<file path="src/sv/fisl_pkg.sv">
`timescale 1ns / 1ps
// ----------------------------------------------------------------------------
// fisl_pkg
// Shared types, codes and media tables of the floppy image sector locator.
// ----------------------------------------------------------------------------
package fisl_pkg;

  localparam int unsigned DRIVES_DEF = 4;
  localparam int unsigned TRACKS_DEF = 170;

  // operation codes carried by the kind field
  typedef enum logic [3:0] {
    KIND_INSERT    = 4'd0,
    KIND_SET_FLAG  = 4'd1,
    KIND_EJECT     = 4'd2,
    KIND_SEEK      = 4'd3,
    KIND_CUR_ID    = 4'd4,
    KIND_READ_ID   = 4'd5,
    KIND_READ      = 4'd6,
    KIND_READ_DIAG = 4'd7,
    KIND_WRITE     = 4'd8
  } kind_e;

  // media type codes
  localparam logic [3:0] MT_2HD  = 4'd0;
  localparam logic [3:0] MT_2HS  = 4'd1;
  localparam logic [3:0] MT_2HC  = 4'd2;
  localparam logic [3:0] MT_2HDE = 4'd3;
  localparam logic [3:0] MT_2HQ  = 4'd9;

  localparam logic [13:0] BYTES_2HD  = 14'(1024 * 8);
  localparam logic [13:0] BYTES_2HS  = 14'(1024 * 9);
  localparam logic [13:0] BYTES_2HC  = 14'(512 * 15);
  localparam logic [13:0] BYTES_2HDE = 14'(1024 * 9);
  localparam logic [13:0] BYTES_2HQ  = 14'(512 * 18);

  localparam logic [7:0]  LIMIT_2HD    = 8'd153;
  localparam logic [7:0]  LIMIT_OTHER  = 8'd159;
  localparam logic [7:0]  MAX_CYL      = 8'd84;
  localparam logic [7:0]  HEAD_2HDE    = 8'h80;
  localparam logic [20:0] HEADER_BYTES = 21'd256;

  typedef enum logic [2:0] {
    ST_INIT   = 3'd0,
    ST_IDLE   = 3'd1,
    ST_LOOKUP = 3'd2,
    ST_EVAL   = 3'd3,
    ST_CLEAR  = 3'd4
  } state_e;

  // controller to datapath
  typedef struct packed {
    logic load;    // capture the input word
    logic lookup;  // read the track flag, form the track product
    logic commit;  // update drive state and the output register
    logic sweep;   // write one zero flag and advance the sweep address
  } ctrl_cmd_t;

  // datapath to controller
  typedef struct packed {
    logic clear_req;   // committed word needs the drive's flags cleared
    logic sweep_last;  // sweep address is at its last entry
  } dp_status_t;

  // bytes of one track image; zero for an unknown media type
  function automatic logic [13:0] track_bytes(input logic [3:0] t);
    logic [13:0] b;
    case (t)
      MT_2HD:  b = BYTES_2HD;
      MT_2HS:  b = BYTES_2HS;
      MT_2HC:  b = BYTES_2HC;
      MT_2HDE: b = BYTES_2HDE;
      MT_2HQ:  b = BYTES_2HQ;
      default: b = 14'd0;
    endcase
    return b;
  endfunction

endpackage

</file>
<file path="src/sv/floppy_image_sector_locator_core.sv">
`timescale 1ns / 1ps
// ----------------------------------------------------------------------------
// floppy_image_sector_locator_core
// Sector locator for DRIVES floppy image drives: media insert/eject, track
// flags, seek, and sector ID / image offset lookup for reads and writes.
// ----------------------------------------------------------------------------
// Usage:
//   Input channel (in_valid_i/in_ready_o) carries one command word: kind,
//   drive, track, requested ID and insert settings. Output channel
//   (out_valid_o/out_ready_i) returns exactly one result word per command.
//   A word passes through the capture, the registered read of the track
//   flag memory, and the commit into the output register; in_ready_o is
//   low until the commit, so the next word is taken only after it.
//   Insert, and eject of a loaded drive, add a sweep that zeroes the
//   drive's track flags; in_ready_o is low during it.
//   Reset: all drives unloaded; a sweep zeroes the whole flag memory
//   before the first word is taken.
//   Stall: a result held in the output register does not block the next
//   word from being taken; that word waits in the commit step until the
//   register drains.
// ----------------------------------------------------------------------------
module floppy_image_sector_locator_core #(
  parameter int unsigned DRIVES = fisl_pkg::DRIVES_DEF,
  parameter int unsigned TRACKS = fisl_pkg::TRACKS_DEF
) (
  input  logic        clk_i,
  input  logic        rst_ni,
  input  logic        in_valid_i,
  output logic        in_ready_o,
  input  logic [3:0]  kind_i,
  input  logic [1:0]  drive_i,
  input  logic [7:0]  track_i,
  input  logic [7:0]  id_cyl_i,
  input  logic [7:0]  id_head_i,
  input  logic [7:0]  id_rec_i,
  input  logic [7:0]  id_size_i,
  input  logic [3:0]  media_type_i,
  input  logic        overtrack_i,
  input  logic        flag_value_i,
  output logic        out_valid_o,
  input  logic        out_ready_i,
  output logic        ok_o,
  output logic [7:0]  out_cyl_o,
  output logic [7:0]  out_head_o,
  output logic [4:0]  out_rec_o,
  output logic [1:0]  out_size_o,
  output logic [20:0] image_offset_o,
  output logic [10:0] sector_bytes_o,
  output logic        needs_save_o
);

  localparam int unsigned DEPTH = DRIVES * TRACKS;
  localparam int unsigned AW    = $clog2(DEPTH);

  fisl_pkg::ctrl_cmd_t  cmd;
  fisl_pkg::dp_status_t status;

  logic          ram_we, ram_re, ram_wdata, ram_rdata;
  logic [AW-1:0] ram_waddr, ram_raddr;

  fisl_ctrl u_ctrl (
    .clk_i       (clk_i),
    .rst_ni      (rst_ni),
    .in_valid_i  (in_valid_i),
    .in_ready_o  (in_ready_o),
    .out_valid_o (out_valid_o),
    .out_ready_i (out_ready_i),
    .status_i    (status),
    .cmd_o       (cmd)
  );

  fisl_datapath #(
    .DRIVES (DRIVES),
    .TRACKS (TRACKS)
  ) u_datapath (
    .clk_i          (clk_i),
    .rst_ni         (rst_ni),
    .cmd_i          (cmd),
    .status_o       (status),
    .kind_i         (kind_i),
    .drive_i        (drive_i),
    .track_i        (track_i),
    .id_cyl_i       (id_cyl_i),
    .id_head_i      (id_head_i),
    .id_rec_i       (id_rec_i),
    .id_size_i      (id_size_i),
    .media_type_i   (media_type_i),
    .overtrack_i    (overtrack_i),
    .flag_value_i   (flag_value_i),
    .ram_we_o       (ram_we),
    .ram_waddr_o    (ram_waddr),
    .ram_wdata_o    (ram_wdata),
    .ram_re_o       (ram_re),
    .ram_raddr_o    (ram_raddr),
    .ram_rdata_i    (ram_rdata),
    .ok_o           (ok_o),
    .out_cyl_o      (out_cyl_o),
    .out_head_o     (out_head_o),
    .out_rec_o      (out_rec_o),
    .out_size_o     (out_size_o),
    .image_offset_o (image_offset_o),
    .sector_bytes_o (sector_bytes_o),
    .needs_save_o   (needs_save_o)
  );

  fisl_ram #(
    .WIDTH (1),
    .DEPTH (DEPTH)
  ) u_flag_ram (
    .clk_i   (clk_i),
    .we_i    (ram_we),
    .waddr_i (ram_waddr),
    .wdata_i (ram_wdata),
    .re_i    (ram_re),
    .raddr_i (ram_raddr),
    .rdata_o (ram_rdata)
  );

endmodule

</file>
<file path="src/sv/fisl_ram.sv">
`timescale 1ns / 1ps
// ----------------------------------------------------------------------------
// fisl_ram
// Generic simple dual-port RAM, one write and one registered read port.
// ----------------------------------------------------------------------------
module fisl_ram #(
  parameter int unsigned WIDTH = 1,
  parameter int unsigned DEPTH = 2,
  localparam int unsigned AW = (DEPTH > 1) ? $clog2(DEPTH) : 1
) (
  input  logic             clk_i,
  input  logic             we_i,
  input  logic [AW-1:0]    waddr_i,
  input  logic [WIDTH-1:0] wdata_i,
  input  logic             re_i,
  input  logic [AW-1:0]    raddr_i,
  output logic [WIDTH-1:0] rdata_o
);

  logic [WIDTH-1:0] mem [DEPTH];
  logic [WIDTH-1:0] rdata_q;

  always_ff @(posedge clk_i) begin
    if (we_i) begin
      mem[waddr_i] <= wdata_i;
    end
    if (re_i) begin
      rdata_q <= mem[raddr_i];
    end
  end

  assign rdata_o = rdata_q;

endmodule

</file>
<file path="src/sv/fisl_ctrl.sv">
`timescale 1ns / 1ps
// ----------------------------------------------------------------------------
// fisl_ctrl
// Sequencer: flag sweep after reset, word capture, lookup, commit, per-drive
// flag clearing, and the valid bit of the output register.
// ----------------------------------------------------------------------------
module fisl_ctrl (
  input  logic                   clk_i,
  input  logic                   rst_ni,
  input  logic                   in_valid_i,
  output logic                   in_ready_o,
  output logic                   out_valid_o,
  input  logic                   out_ready_i,
  input  fisl_pkg::dp_status_t   status_i,
  output fisl_pkg::ctrl_cmd_t    cmd_o
);

  fisl_pkg::state_e state_q, state_d;
  logic             out_valid_q, out_valid_d;

  always_ff @(posedge clk_i or negedge rst_ni) begin
    if (!rst_ni) begin
      state_q     <= fisl_pkg::ST_INIT;
      out_valid_q <= 1'b0;
    end else begin
      state_q     <= state_d;
      out_valid_q <= out_valid_d;
    end
  end

  always_comb begin
    state_d     = state_q;
    cmd_o       = '0;
    in_ready_o  = 1'b0;
    out_valid_d = out_valid_q;
    if (out_valid_q && out_ready_i) begin
      out_valid_d = 1'b0;
    end
    case (state_q)
      fisl_pkg::ST_INIT: begin
        cmd_o.sweep = 1'b1;
        if (status_i.sweep_last) begin
          state_d = fisl_pkg::ST_IDLE;
        end
      end
      fisl_pkg::ST_IDLE: begin
        in_ready_o = 1'b1;
        if (in_valid_i) begin
          cmd_o.load = 1'b1;
          state_d    = fisl_pkg::ST_LOOKUP;
        end
      end
      fisl_pkg::ST_LOOKUP: begin
        cmd_o.lookup = 1'b1;
        state_d      = fisl_pkg::ST_EVAL;
      end
      fisl_pkg::ST_EVAL: begin
        // hold until the output register is free or drains this cycle
        if (!out_valid_q || out_ready_i) begin
          cmd_o.commit = 1'b1;
          out_valid_d  = 1'b1;
          state_d      = status_i.clear_req ? fisl_pkg::ST_CLEAR : fisl_pkg::ST_IDLE;
        end
      end
      fisl_pkg::ST_CLEAR: begin
        cmd_o.sweep = 1'b1;
        if (status_i.sweep_last) begin
          state_d = fisl_pkg::ST_IDLE;
        end
      end
      default: begin
        state_d = fisl_pkg::ST_INIT;
      end
    endcase
  end

  assign out_valid_o = out_valid_q;

endmodule

</file>
<file path="src/sv/fisl_datapath.sv">
`timescale 1ns / 1ps
// ----------------------------------------------------------------------------
// fisl_datapath
// Per-drive media state, sector ID and image offset arithmetic, output
// payload register and the address side of the track flag memory.
// ----------------------------------------------------------------------------
module fisl_datapath #(
  parameter int unsigned DRIVES = fisl_pkg::DRIVES_DEF,
  parameter int unsigned TRACKS = fisl_pkg::TRACKS_DEF,
  localparam int unsigned DEPTH = DRIVES * TRACKS,
  localparam int unsigned AW    = $clog2(DEPTH)
) (
  input  logic                  clk_i,
  input  logic                  rst_ni,
  input  fisl_pkg::ctrl_cmd_t   cmd_i,
  output fisl_pkg::dp_status_t  status_o,
  input  logic [3:0]            kind_i,
  input  logic [1:0]            drive_i,
  input  logic [7:0]            track_i,
  input  logic [7:0]            id_cyl_i,
  input  logic [7:0]            id_head_i,
  input  logic [7:0]            id_rec_i,
  input  logic [7:0]            id_size_i,
  input  logic [3:0]            media_type_i,
  input  logic                  overtrack_i,
  input  logic                  flag_value_i,
  output logic                  ram_we_o,
  output logic [AW-1:0]         ram_waddr_o,
  output logic                  ram_wdata_o,
  output logic                  ram_re_o,
  output logic [AW-1:0]         ram_raddr_o,
  input  logic                  ram_rdata_i,
  output logic                  ok_o,
  output logic [7:0]            out_cyl_o,
  output logic [7:0]            out_head_o,
  output logic [4:0]            out_rec_o,
  output logic [1:0]            out_size_o,
  output logic [20:0]           image_offset_o,
  output logic [10:0]           sector_bytes_o,
  output logic                  needs_save_o
);

  localparam int unsigned DIW       = (DRIVES > 1) ? $clog2(DRIVES) : 1;
  localparam logic [2:0]  DrivesLim = 3'(DRIVES);
  localparam logic [7:0]  TracksLim = 8'(TRACKS);

  typedef struct packed {
    logic [7:0] cyl;
    logic [7:0] head;
    logic [7:0] rec;
    logic [7:0] size;
  } id_t;

  typedef struct packed {
    logic        ok;
    logic [14:0] off;
  } loc_t;

  // type-adjusted ID of track trk, record r
  function automatic id_t make_id(input logic [3:0] t, input logic [7:0] trk,
                                  input logic [7:0] r);
    id_t  id;
    logic first;
    first   = (trk == 8'd0) && (r == 8'd1);
    id.cyl  = {1'b0, trk[7:1]};
    id.head = {7'd0, trk[0]};
    id.rec  = r;
    id.size = 8'd0;
    case (t)
      fisl_pkg::MT_2HD: id.size = 8'd3;
      fisl_pkg::MT_2HS: begin
        if (!first) id.rec = r + 8'd9;
        id.size = 8'd3;
      end
      fisl_pkg::MT_2HDE: begin
        if (!first) id.head = id.head + fisl_pkg::HEAD_2HDE;
        id.size = 8'd3;
      end
      fisl_pkg::MT_2HC, fisl_pkg::MT_2HQ: id.size = 8'd2;
      default: id.size = 8'd0;
    endcase
    return id;
  endfunction

  // position check and in-track byte offset of a sector
  function automatic loc_t locate(input logic [3:0] t, input id_t id);
    loc_t       res;
    logic [7:0] r;
    logic [7:0] h;
    logic [7:0] rm1;
    logic [7:0] maxr;
    logic [7:0] want;
    logic       wide;
    logic       known;
    r     = id.rec;
    h     = id.head;
    maxr  = 8'd0;
    want  = 8'd0;
    wide  = 1'b0;
    known = 1'b1;
    case (t)
      fisl_pkg::MT_2HD: begin
        maxr = 8'd8;  want = 8'd3; wide = 1'b1;
      end
      fisl_pkg::MT_2HS: begin
        if (r > 8'd9) r = r - 8'd9;
        maxr = 8'd9;  want = 8'd3; wide = 1'b1;
      end
      fisl_pkg::MT_2HDE: begin
        h    = {7'd0, h[0]};
        maxr = 8'd9;  want = 8'd3; wide = 1'b1;
      end
      fisl_pkg::MT_2HC: begin
        maxr = 8'd15; want = 8'd2;
      end
      fisl_pkg::MT_2HQ: begin
        maxr = 8'd18; want = 8'd2;
      end
      default: known = 1'b0;
    endcase
    rm1     = r - 8'd1;
    res.ok  = known && (id.cyl <= fisl_pkg::MAX_CYL) && (h <= 8'd1) && (r >= 8'd1)
              && (r <= maxr) && (id.size == want);
    res.off = wide ? {rm1[4:0], 10'd0} : {1'b0, rm1[4:0], 9'd0};
    return res;
  endfunction

  function automatic logic [4:0] mod_small(input logic [5:0] x, input logic [5:0] m);
    logic [5:0] y;
    if (x >= {m[4:0], 1'b0}) begin
      y = x - {m[4:0], 1'b0};
    end else if (x >= m) begin
      y = x - m;
    end else begin
      y = x;
    end
    return y[4:0];
  endfunction

  // sector index after the one at r
  function automatic logic [4:0] next_index(input logic [3:0] t, input logic [7:0] r);
    logic [4:0] r5;
    logic [5:0] x;
    logic [4:0] res;
    r5 = r[4:0];
    if (t == fisl_pkg::MT_2HS && r5 > 5'd8) begin
      r5 = r5 - 5'd9;
    end
    x = {1'b0, r5} + 6'd1;
    case (t)
      fisl_pkg::MT_2HD:  res = {2'd0, x[2:0]};
      fisl_pkg::MT_2HS:  res = mod_small(x, 6'd9);
      fisl_pkg::MT_2HDE: res = mod_small(x, 6'd9);
      fisl_pkg::MT_2HC:  res = mod_small(x, 6'd15);
      fisl_pkg::MT_2HQ:  res = mod_small(x, 6'd18);
      default:           res = r5;
    endcase
    return res;
  endfunction

  // captured word
  logic [3:0] kind_q;
  logic [1:0] drive_q;
  logic [7:0] trk_q, ic_q, ih_q, ir_q, in_q;
  logic [3:0] mt_q;
  logic       ot_q, fv_q;

  // per-drive state
  logic       loaded_q [DRIVES];
  logic [3:0] mkind_q  [DRIVES];
  logic       ovt_q    [DRIVES];
  logic       dirty_q  [DRIVES];
  logic [7:0] cur_q    [DRIVES];
  logic [4:0] sidx_q   [DRIVES];

  logic [20:0]   prod_q;
  logic [AW-1:0] clr_addr_q, clr_end_q;

  logic [DIW-1:0] di;
  logic           drive_ok;
  logic           sel_loaded, sel_ovt, sel_dirty;
  logic [3:0]     sel_kind;
  logic [7:0]     sel_cur;
  logic [4:0]     sel_sidx;
  logic [AW-1:0]  base;
  logic [7:0]     lin;
  logic [21:0]    prod_full;
  logic [7:0]     lim;
  logic           trk_ok, trk_in_range, on_track;
  id_t            id_cur, id_seek, id_req, loc_id;
  loc_t           loc;
  logic [20:0]    pos;

  logic        r_ok, r_save;
  id_t         r_id;
  logic [20:0] r_pos;
  logic [10:0] r_bytes;
  logic        nx_loaded, nx_ovt, nx_dirty;
  logic [3:0]  nx_kind;
  logic [7:0]  nx_cur;
  logic [4:0]  nx_sidx;
  logic        flag_we, clear_req;

  assign di         = drive_q[DIW-1:0];
  assign drive_ok   = {1'b0, drive_q} < DrivesLim;
  assign sel_loaded = loaded_q[di];
  assign sel_kind   = mkind_q[di];
  assign sel_ovt    = ovt_q[di];
  assign sel_dirty  = dirty_q[di];
  assign sel_cur    = cur_q[di];
  assign sel_sidx   = sidx_q[di];
  assign base       = AW'(di) * AW'(TRACKS);

  // track number for the offset product; a request off cylinder 0..84, or off head 0..1 for
  // media other than 2HDE, fails the position check, so its low bits are enough
  assign lin       = (kind_q == fisl_pkg::KIND_READ_DIAG) ? sel_cur : {ic_q[6:0], ih_q[0]};
  assign prod_full = 22'(fisl_pkg::track_bytes(sel_kind)) * 22'(lin);

  assign lim          = (sel_kind == fisl_pkg::MT_2HD) ? fisl_pkg::LIMIT_2HD
                                                       : fisl_pkg::LIMIT_OTHER;
  assign trk_in_range = trk_q < TracksLim;
  assign trk_ok       = (fisl_pkg::track_bytes(sel_kind) != 14'd0) && (sel_cur < TracksLim)
                        && !((sel_cur > lim) && !sel_ovt) && ram_rdata_i;
  assign on_track     = ({ic_q, 1'b0} + {8'd0, ih_q[0]}) == {1'b0, sel_cur};

  assign id_cur  = make_id(sel_kind, sel_cur, {3'd0, sel_sidx} + 8'd1);
  assign id_seek = make_id(sel_kind, trk_q,
                           (sel_cur != trk_q) ? 8'd1 : ({3'd0, sel_sidx} + 8'd1));
  assign id_req  = '{cyl: ic_q, head: ih_q, rec: ir_q, size: in_q};
  assign loc_id  = (kind_q == fisl_pkg::KIND_READ_DIAG) ? id_cur : id_req;
  assign loc     = locate(sel_kind, loc_id);
  assign pos     = prod_q + 21'(loc.off) + fisl_pkg::HEADER_BYTES;

  always_comb begin
    r_ok      = 1'b0;
    r_save    = 1'b0;
    r_id      = '0;
    r_pos     = '0;
    r_bytes   = '0;
    nx_loaded = sel_loaded;
    nx_kind   = sel_kind;
    nx_ovt    = sel_ovt;
    nx_dirty  = sel_dirty;
    nx_cur    = sel_cur;
    nx_sidx   = sel_sidx;
    flag_we   = 1'b0;
    clear_req = 1'b0;
    if (drive_ok) begin
      case (kind_q)
        fisl_pkg::KIND_INSERT: begin
          clear_req = 1'b1;
          nx_dirty  = 1'b0;
          if (fisl_pkg::track_bytes(mt_q) != 14'd0) begin
            nx_loaded = 1'b1;
            nx_kind   = mt_q;
            nx_ovt    = ot_q;
            r_ok      = 1'b1;
          end else begin
            nx_loaded = 1'b0;
          end
        end
        fisl_pkg::KIND_SET_FLAG: begin
          if (sel_loaded && trk_in_range) begin
            flag_we = 1'b1;
            r_ok    = 1'b1;
          end
        end
        fisl_pkg::KIND_EJECT: begin
          if (sel_loaded) begin
            r_save    = sel_dirty;
            r_ok      = 1'b1;
            nx_loaded = 1'b0;
            nx_dirty  = 1'b0;
            clear_req = 1'b1;
          end
        end
        fisl_pkg::KIND_SEEK: begin
          if (sel_loaded && trk_in_range) begin
            if (sel_cur != trk_q) nx_sidx = 5'd0;
            r_id   = id_seek;
            nx_cur = trk_q;
            r_ok   = 1'b1;
          end
        end
        fisl_pkg::KIND_CUR_ID, fisl_pkg::KIND_READ_ID: begin
          if (sel_loaded && trk_ok) begin
            r_id = id_cur;
            if (kind_q == fisl_pkg::KIND_READ_ID) begin
              nx_sidx = next_index(sel_kind, {3'd0, sel_sidx});
            end
            r_ok = 1'b1;
          end
        end
        fisl_pkg::KIND_READ_DIAG: begin
          if (sel_loaded && trk_ok && loc.ok) begin
            r_id    = id_cur;
            r_pos   = pos;
            r_bytes = (id_cur.size == 8'd2) ? 11'd512 : 11'd1024;
            nx_sidx = next_index(sel_kind, {3'd0, sel_sidx});
            r_ok    = 1'b1;
          end
        end
        fisl_pkg::KIND_READ, fisl_pkg::KIND_WRITE: begin
          if (sel_loaded && on_track && trk_ok && loc.ok) begin
            r_id    = id_req;
            r_pos   = pos;
            r_bytes = (in_q == 8'd2) ? 11'd512 : 11'd1024;
            nx_sidx = next_index(sel_kind, ir_q - 8'd1);
            if (kind_q == fisl_pkg::KIND_WRITE) nx_dirty = 1'b1;
            r_ok    = 1'b1;
          end
        end
        default: begin
        end
      endcase
    end
  end

  always_ff @(posedge clk_i) begin
    if (cmd_i.load) begin
      kind_q  <= kind_i;
      drive_q <= drive_i;
      trk_q   <= track_i;
      ic_q    <= id_cyl_i;
      ih_q    <= id_head_i;
      ir_q    <= id_rec_i;
      in_q    <= id_size_i;
      mt_q    <= media_type_i;
      ot_q    <= overtrack_i;
      fv_q    <= flag_value_i;
    end
    if (cmd_i.lookup) begin
      prod_q <= prod_full[20:0];
    end
    if (cmd_i.commit) begin
      ok_o           <= r_ok;
      out_cyl_o      <= r_id.cyl;
      out_head_o     <= r_id.head;
      out_rec_o      <= r_id.rec[4:0];
      out_size_o     <= r_id.size[1:0];
      image_offset_o <= r_pos;
      sector_bytes_o <= r_bytes;
      needs_save_o   <= r_save;
    end
  end

  always_ff @(posedge clk_i or negedge rst_ni) begin
    if (!rst_ni) begin
      for (int i = 0; i < DRIVES; i++) begin
        loaded_q[i] <= 1'b0;
        mkind_q[i]  <= 4'd0;
        ovt_q[i]    <= 1'b0;
        dirty_q[i]  <= 1'b0;
        cur_q[i]    <= 8'd0;
        sidx_q[i]   <= 5'd0;
      end
    end else if (cmd_i.commit && drive_ok) begin
      for (int i = 0; i < DRIVES; i++) begin
        if (di == DIW'(i)) begin
          loaded_q[i] <= nx_loaded;
          mkind_q[i]  <= nx_kind;
          ovt_q[i]    <= nx_ovt;
          dirty_q[i]  <= nx_dirty;
          cur_q[i]    <= nx_cur;
          sidx_q[i]   <= nx_sidx;
        end
      end
    end
  end

  // sweep window: whole store after reset, one drive's tracks afterwards
  always_ff @(posedge clk_i or negedge rst_ni) begin
    if (!rst_ni) begin
      clr_addr_q <= '0;
      clr_end_q  <= AW'(DEPTH - 1);
    end else if (cmd_i.commit && clear_req) begin
      clr_addr_q <= base;
      clr_end_q  <= base + AW'(TRACKS - 1);
    end else if (cmd_i.sweep) begin
      clr_addr_q <= clr_addr_q + AW'(1);
    end
  end

  assign ram_we_o    = cmd_i.sweep || (cmd_i.commit && flag_we);
  assign ram_waddr_o = cmd_i.sweep ? clr_addr_q : (base + AW'(trk_q));
  assign ram_wdata_o = cmd_i.sweep ? 1'b0 : fv_q;
  assign ram_re_o    = cmd_i.lookup;
  assign ram_raddr_o = base + AW'(sel_cur);

  assign status_o.clear_req  = clear_req;
  assign status_o.sweep_last = (clr_addr_q == clr_end_q);

endmodule

</file>
<file path="config.mk">
export PLATFORM = sky130hd
export DESIGN_NAME = floppy_image_sector_locator_core
export DESIGN_NICKNAME = d
export VERILOG_FILES = /design/src/sv/fisl_pkg.sv /design/src/sv/floppy_image_sector_locator_core.sv /design/src/sv/fisl_ram.sv /design/src/sv/fisl_ctrl.sv /design/src/sv/fisl_datapath.sv
export SDC_FILE = /design/constraint.sdc
export NUM_CORES = 2
export LEC_CHECK = 0
export ABC_CLOCK_PERIOD_IN_PS = 15600
export BUFFER_PORTS_ARGS = -buffer_cell sky130_fd_sc_hd__buf_2
export CORE_UTILIZATION = 62
export DETAILED_ROUTE_END_ITERATION = 8
export GPL_TIMING_DRIVEN = 0
export PLACE_DENSITY = 0.79
export SYNTH_ARGS = -nofsm -noshare
export SYNTH_HDL_FRONTEND = slang
export SYNTH_SLANG_ARGS = --single-unit
</file>
<file path="constraint.sdc">
create_clock -name clk_i -period 15.6 [get_ports clk_i]
set_input_delay 4.68 -clock clk_i [delete_from_list [all_inputs] [get_ports clk_i]]
set_output_delay 4.68 -clock clk_i [all_outputs]
set_load 0.02 [all_outputs]
</file>
After elaboration in Yosys (flattened, before gate mapping)
Memories as Yosys holds them, arrays and structs flattened. A register that Yosys moved wholly into a read port is not among the register bits.
Index checks and enable logic that the tools add are counted.
{"block": "word_totals", "regBits": 234, "mem_bits_rw": 680, "in_bits": 56, "wordCells": 331, "mem_count": 1}
{"name": "u_flag_ram.mem", "depth": 680, "width": 1, "read_ports": 1, "rd_clocked_by_memory_dff": 1, "wr": 1, "line": "fisl_ram.sv:20", "source": "logic [WIDTH-1:0] mem [DEPTH];"}
{"block": "classes", "add_sub_neg": 35, "mul": 2, "magnitude_cmp": 26, "n_eq_ne": 34, "n_mux": 132, "bitwise_logic": 1, "n_reduce_logical": 53}
{"op": "2-to-1 mux 5 bit", "n": 35}
{"op": "2-to-1 mux 8 bit", "n": 17}
{"op": "one-hot mux 32 bit (4 select lines)", "n": 1}
{"op": "one-hot mux 5 bit (4 select lines)", "n": 5}
{"op": "2-to-1 mux 31 bit", "n": 3}
{"op": "one-hot mux 14 bit (3 select lines)", "n": 2}
{"op": "2-to-1 mux 32 bit", "n": 2}
{"op": "2-to-1 mux 11 bit", "n": 4}
{"op": "2-to-1 mux 21 bit", "n": 2}
{"op": "one-hot mux 21 bit (2 select lines)", "n": 1}
{"op": "subtractor 5 x 4 -> 5 bit, second input constant", "n": 8}
{"op": ">= comparator 6 x 4 -> 1 bit, second input constant", "n": 6}
{"op": ">= comparator 6 x 5 -> 1 bit, second input constant", "n": 6}
{"op": "2-to-1 mux 1 bit", "n": 33}
{"op": "2-to-1 mux 10 bit", "n": 3}
{"op": "subtractor 5 bit, second input constant", "n": 6}
{"op": "nonzero test 14 bit", "n": 2}
{"op": "adder 5 x 1 -> 6 bit, second input constant", "n": 4}
{"op": "== test 4 x 2 -> 1 bit, second input constant", "n": 6}
{"op": "logical AND 1 bit", "n": 22}
{"op": "one-hot mux 11 bit (2 select lines)", "n": 1}
{"op": "adder 21 x 15 -> 21 bit", "n": 1}
{"op": "adder 21 x 9 -> 21 bit, second input constant", "n": 1}
{"op": "multiplier 14 x 8 -> 21 bit", "n": 1}
{"op": "62 further kinds", "n": 111}

Depth between registers and ports, before layout
{"block": "logic_depth", "depth_word": 27, "depth_mapped": 35}

Hierarchy
A second synthesis with hierarchy kept.
{"block": "hier_totals", "hier_cells": 3660, "hier_area_um2": 44918.1}
{"module": "fisl_ram", "n_inst": 1, "cells_each": 2065, "area_each_um2": 29798.6, "seq_area_each_um2": 20449.6}
{"module": "fisl_datapath", "n_inst": 1, "cells_each": 1569, "area_each_um2": 14903.0, "seq_area_each_um2": 5530.3}
{"module": "fisl_ctrl", "n_inst": 1, "cells_each": 26, "area_each_um2": 216.5, "seq_area_each_um2": 100.1}

Worst setup path before layout
No wires, ideal clock.
{"block": "synth_timing", "kind": "register to register", "startpoint": "register u_ctrl.state_q[1]", "endpoint": "memory u_flag_ram.mem[0], data pin", "setup_ns": 1.979, "arrival_time_ns": 9.537, "required_ns": 13.621, "slack_ns": 4.084, "path_stages_with_launch": 5, "period_less_slack_ns": 11.516, "cell_sequence": "dfrtp_1 > clkbuf_1 > or2_2 > clkbuf_1 > and2_1"}
{"block": "synth_between", "elab_chain_len": 4, "elab_cells_between_ends": 5, "classes_between": "eq/ne: 1; mux: 2; reduce/logical: 2"}
{"item": "start: declaration", "line": "fisl_ctrl.sv:18", "source": "fisl_pkg::state_e state_q, state_d;"}
{"item": "start signal: assignment", "line": "fisl_ctrl.sv:23", "source": "state_q <= fisl_pkg::ST_INIT;"}
{"item": "start signal: assignment", "line": "fisl_ctrl.sv:26", "source": "state_q <= state_d;"}
{"item": "== test 3 bit or zero test 3 bit (tied branches)", "line": "fisl_ctrl.sv:39", "source": "case (state_q)"}
{"item": "OR reduction 2 bit (no source line) (*)"}
{"item": "2-to-1 mux 1 bit (*)", "line": "fisl_ctrl.sv:39"}
{"item": "2-to-1 mux 1 bit (*)", "line": "fisl_datapath.sv:386", "source": "assign ram_wdata_o = cmd_i.sweep ? 1'b0 : fv_q;"}
{"item": "via ram_wdata", "line": "floppy_image_sector_locator_core.sv:58", "source": "logic ram_we, ram_re, ram_wdata, ram_rdata;"}
{"item": "end: declaration", "line": "fisl_ram.sv:20"}
Mark *: on every way through the listed nets, which the timed path passes. The rest lies on a longest branch.

Worst setup path in the final report
{"block": "layout_timing", "startpoint": "register u_datapath.drive_q[0] (netlist: u_datapath.di[0])", "endpoint": "register u_datapath.out_size_o[0], data pin"}
{"block": "layout_between", "elab_chain_len": 20, "elab_cells_between_ends": 78, "classes_between": "add/sub: 4; order compare: 7; eq/ne: 7; mux: 33; bitwise: 1; reduce/logical: 26"}
{"item": "start: declaration", "line": "fisl_datapath.sv:163", "source": "logic [1:0] drive_q;"}
{"item": "start signal: assignment", "line": "fisl_datapath.sv:322", "source": "drive_q <= drive_i;"}
{"item": "NOT 2 -> 3 bit (not written as such) (*)"}
{"item": "parallel branches: the longest is 18 deep, another holds adder 8 x 4 -> 8 bit"}
{"item": "one-hot mux 32 bit (4 select lines) (*)", "line": "fisl_datapath.sv:249", "source": "case (kind_q)"}
{"item": "end signal: assignment", "line": "fisl_datapath.sv:340", "source": "out_size_o <= r_id.size[1:0];"}
{"item": "end: declaration", "line": "fisl_datapath.sv:37", "source": "output logic [1:0] out_size_o,"}
Every way passes the cells marked *. The select of a mux whose other input is x is not followed.
A chain may end at the register's enable or synchronous reset.

==> metrics.txt <==
# TYPE chip_impl_metric gauge
chip_impl_metric{name="postCtsSetupRepairBufs",unit=""} 0
chip_impl_info{name="critPathCaptureType",value="register"} 1
chip_impl_metric{name="synth.yosys.warnings",unit=""} 0
chip_impl_metric{name="dp_worst_setup_slack",unit="ns"} 7.029
chip_impl_metric{name="fmaxAchievable",unit="MHz"} 113.2
chip_impl_info{name="class_of_the_tightest_hold_or_removal_check",value="register to register"} 1
chip_impl_metric{name="layout_min_cycle_time",unit="ns"} 8.837
chip_impl_metric{name="grt_util_all_layers",unit=""} 0.3498
chip_impl_metric{name="cp.required",unit="ns"} 16.12
chip_impl_info{name="outcome",value="finished, final reports clean"} 1
chip_impl_metric{name="die_x",unit="um"} 269.0
chip_impl_metric{name="comb_power_share",unit=""} 0.333
chip_impl_metric{name="synthesized_flop_and_latch_total",unit=""} 885
chip_impl_metric{name="number_of_antenna_violations_at_the_first_check_in_global_routing",unit=""} 1
chip_impl_metric{name="synth_seq_area_share",unit=""} 0.5900
chip_impl_metric{name="grt_max_degree",unit=""} 117
chip_impl_info{name="cp_slowest_cell",value="edfxtp_1"} 1
chip_impl_info{name="timing.critical_path.from_type",value="register"} 1
chip_impl_info{name="timing.critical_path.max_delay_family",value="compound AO/OA/AOI/OAI gates"} 1
chip_impl_metric{name="routed-via-count",unit=""} 30867
chip_impl_metric{name="detailed_place_hpwl",unit="um"} 86090
chip_impl_metric{name="row_count",unit=""} 97
chip_impl_metric{name="weighted_congestion_reported_at_the_end_of_routability_driven_placement",unit=""} 1.018
chip_impl_metric{name="cp_max_fo",unit=""} 12
chip_impl_metric{name="synth_enable_flop_cells",unit=""} 785
chip_impl_metric{name="number_of_clock_buffers_inserted_by_tritoncts",unit=""} 91
chip_impl_metric{name="timing.critical_path.buf_inv",unit=""} 7
chip_impl_metric{name="post_detailed_routing_wire_length",unit="um"} 125800
chip_impl_metric{name="clk_latency_worst_skew_pair",unit="ns"} 0.66
chip_impl_metric{name="vdd.ir_drop.worst",unit="uV"} 127.9
chip_impl_metric{name="cts-htree-levels",unit=""} 3
chip_impl_info{name="crit_type",value="register to register"} 1
chip_impl_metric{name="finalCritPeriodShare",unit=""} 0.5665
chip_impl_metric{name="core_area",unit="mm2"} 0.07027
chip_impl_metric{name="synthArstFlopShare",unit=""} 0.1130
chip_impl_metric{name="finalSetupViolCount",unit=""} 0
chip_impl_metric{name="cells_after_synthesis",unit=""} 3445
chip_impl_metric{name="clk_pin_slew",unit="ns"} 0.06
chip_impl_metric{name="synth_cell_types",unit=""} 101
chip_impl_info{name="most_numerous_cell_in_the_yosys_netlist",value="nor2_1"} 1
chip_impl_metric{name="hold_viol_final",unit=""} 0
chip_impl_metric{name="first_global_vias",unit=""} 29266
chip_impl_metric{name="switchingPower",unit="uW"} 2798
chip_impl_metric{name="firstDrtPassIters",unit=""} 6
chip_impl_metric{name="clock_skew",unit="ns"} 0.03898
chip_impl_metric{name="die_y",unit="um"} 269.0
chip_impl_metric{name="cts_max_path_buffers",unit=""} 3
chip_impl_metric{name="synth_top_cell_area_share",unit=""} 0.5333
chip_impl_metric{name="die-area",unit="mm2"} 0.07237
chip_impl_metric{name="net_total_in_the_final_layout",unit=""} 3845
chip_impl_info{name="ys_dominant_reg_cell",value="edfxtp_1"} 1
chip_impl_metric{name="buffer_ports.inserted",unit=""} 97
chip_impl_metric{name="grt-ovfl-total",unit=""} 0
chip_impl_metric{name="ctsHoldBuffers",unit=""} 0
chip_impl_metric{name="post-route-drc-count",unit=""} 0
chip_impl_metric{name="synthesis.area",unit="mm2"} 0.04420
chip_impl_metric{name="antenna_cells",unit=""} 0
chip_impl_metric{name="initial_utilization",unit=""} 0.6291
chip_impl_info{name="cts_tree",value="done"} 1
chip_impl_metric{name="clock_power_share",unit=""} 0.275
chip_impl_info{name="post-synth-top-area-cell",value="edfxtp_1"} 1
chip_impl_metric{name="drt_first_iter_violations",unit=""} 4461
chip_impl_info{name="cp_common_cell",value="o21ai_0"} 1
chip_impl_metric{name="internal_power",unit="uW"} 4988
chip_impl_metric{name="p_leak",unit="uW"} 0.01657
chip_impl_metric{name="power.share.switching",unit=""} 0.3593
chip_impl_metric{name="timing_worst_slew_pin_value",unit="ns"} 1.425
chip_impl_metric{name="timing.final.max_slew_violations",unit=""} 0
chip_impl_metric{name="avgRoutedWirePerCell",unit="um"} 26.87
chip_impl_info{name="yosys-top-cells-area",value="edfxtp_1, mux4_2, nor2_1"} 1
chip_impl_metric{name="worstPathArrival",unit="ns"} 9.36
chip_impl_info{name="grt_setup_unrepaired",value="no"} 1
chip_impl_metric{name="final_core_util",unit=""} 0.7006
chip_impl_metric{name="areaGrowthSynthToFinish",unit="%"} 11.38
chip_impl_metric{name="layout_setup_ws",unit="ns"} 6.763
chip_impl_info{name="commonest_cells_in_the_netlist",value="nor2_1, edfxtp_1, nand2_1"} 1
chip_impl_metric{name="max_stage_delay",unit="ns"} 0.75
chip_impl_metric{name="timing.max_cap.violations",unit=""} 0
chip_impl_metric{name="syn-mean-instance-area",unit="um2"} 12.83
chip_impl_metric{name="grt_first_pass_wirelength",unit="um"} 182400
chip_impl_metric{name="top_level_ports",unit=""} 115
chip_impl_metric{name="final_layout_size_suffix_gt1_frac",unit=""} 0.1588
chip_impl_metric{name="viasPerCell",unit=""} 6.594
chip_impl_metric{name="cts_num_sinks",unit=""} 885
chip_impl_metric{name="ant_nets_after_route",unit=""} 0
chip_impl_metric{name="power_frac_seq",unit=""} 0.392
chip_impl_info{name="clk_root_buffer_cell",value="clkbuf_16"} 1
chip_impl_metric{name="cts_resized",unit=""} 0
chip_impl_metric{name="power.density",unit="mW/mm2"} 158.1
chip_impl_metric{name="max_slew_margin",unit=""} 0.05028
tightest hold or removal path: stages (launching register included):
cell	delay, ns
dfrtp_1	0.34
nand2_1	0.04
o21ai_0	0.06
metrics by stage:
stage / hold WS (ns) / setup TNS [ns] / total power (uW) / instances / instance area (um2)
after floorplan: 0.4416 / 0 / 4916 / 3462 / 44270
after global placement: 0.4548 / -1557.24 / 5737 / 4499 / 45930
after detailed placement: 0.4631 / 0 / 5585 / 4515 / 46300
after CTS: 0.4764 / 0 / 7711 / 4679 / 49190
after global routing: 0.4931 / 0 / 8069 / 4681 / 49230
final: 0.4754 / 0 / 7786 / 4681 / 49230
layout by cell type (no fill, tap or decap), drive strengths merged, types with 11 or more instances in the layout:
cell	n
nor4	13
o31ai	13
or3	11
nor2	810
clkbuf	285
ha	99
nor2b	17
a21oi	96
nand3	36
edfxtp	785
buf	218
and2	26
fa	20
mux4	238
xnor2	79
nand2b	17
clkinv	35
nor3	28
conb	18
a21o	12
o21a	13
and3	13
inv	108
nand4	15
nand2	234
o211ai	19
mux2i	34
o21ai	135
a31oi	20
mux2	25
dfrtp	96
xor2	22
metal layers:
layer	vias to the layer above	routed length (um)	GRT usage
met5	-	0	0
met4	0	7536	0.1880
met3	461	14960	0.09205
met2	2223	59210	0.5527
met1	15164	44080	0.4458
li1	13019	-	-
final timing paths:
| path | slack, ns | depth (start not counted) | end | from |
|---|---|---|---|---|
| max | 6.76 | 35 | u_datapath.out_size_o[0] | u_datapath.di[0] |
| min | 0.48 | 2 | u_datapath.cur_q[13] | u_datapath.cur_q[13] |
| max reg2reg | 6.76 | 35 | u_datapath.out_size_o[0] | u_datapath.di[0] |
| min reg2reg | 0.48 | 2 | u_datapath.cur_q[13] | u_datapath.cur_q[13] |
| max in group asynchronous | 10.92 | 2 | u_datapath.clr_end_q[1] | rst_ni |
| min in group asynchronous | 3.97 | 1 | u_ctrl.out_valid_o | rst_ni |
flip-flops by register name (all words and copies together) (netlist names), 3 cells and up:
signal	flops
u_datapath.clr_end_q	6
u_datapath.loaded_q	4
u_datapath.prod_q	12
u_ctrl.state_q	3
u_datapath.ovt_q	4
u_datapath.ic_q	8
u_datapath.kind_q	4
u_flag_ram.mem	680
u_datapath.mt_q	4
u_datapath.out_rec_o	5
u_datapath.dirty_q	4
u_datapath.sidx_q	20
u_datapath.ir_q	8
u_datapath.out_cyl_o	8
u_datapath.image_offset_o	13
u_datapath.out_head_o	8
u_datapath.trk_q	8
u_datapath.ih_q	8
u_datapath.clr_addr_q	10
u_datapath.in_q	8
u_datapath.mkind_q	16
u_datapath.cur_q	32
layout make-up:
cell class / count / area, um2
plain buffers: 269 / 1150
clock buffers: 119 / 2444
clock inverters: 45 / 449.2
fillers: 4569 / 21040
inverters: 105 / 394.1
multi-input cells: 2203 / 16700
flip-flops and latches: 885 / 26080
well taps: 940 / 1176
repair buffers: 115 / 835.8
cell families (layout without fill, tap and decap cells):
| kind of cell | Yosys count | after routing | synth area share |
|---|---|---|---|
| AOI/OAI and AO/OA | 415 | 415 | 0.06278 |
| xor gates and xnor gates | 101 | 101 | 0.02052 |
| adders and majority gates | 119 | 119 | 0.03708 |
| buffers and inverters | 374 | 653 | 0.03476 |
| DFF | 885 | 885 | 0.5900 |
| muxes | 297 | 297 | 0.1359 |
| other | 1 | 18 | 0.00008483 |
| and+or+nand+nor | 1253 | 1253 | 0.1189 |
power by group through the flow:
| stage | clock (uW) | sequential [uW] | combinational, uW |
|---|---|---|---|
| 2_1_floorplan | 0 | 3250 | 1670 |
| 3_3_place_gp | 0 | 3360 | 2380 |
| 3_5_place_dp | 0 | 3100 | 2490 |
| 4_1_cts | 2140 | 3050 | 2520 |
| 5_1_grt | 2230 | 3060 | 2780 |
| 6_report | 2140 | 3050 | 2590 |
Note: power is estimated with default switching activity, not from simulation.
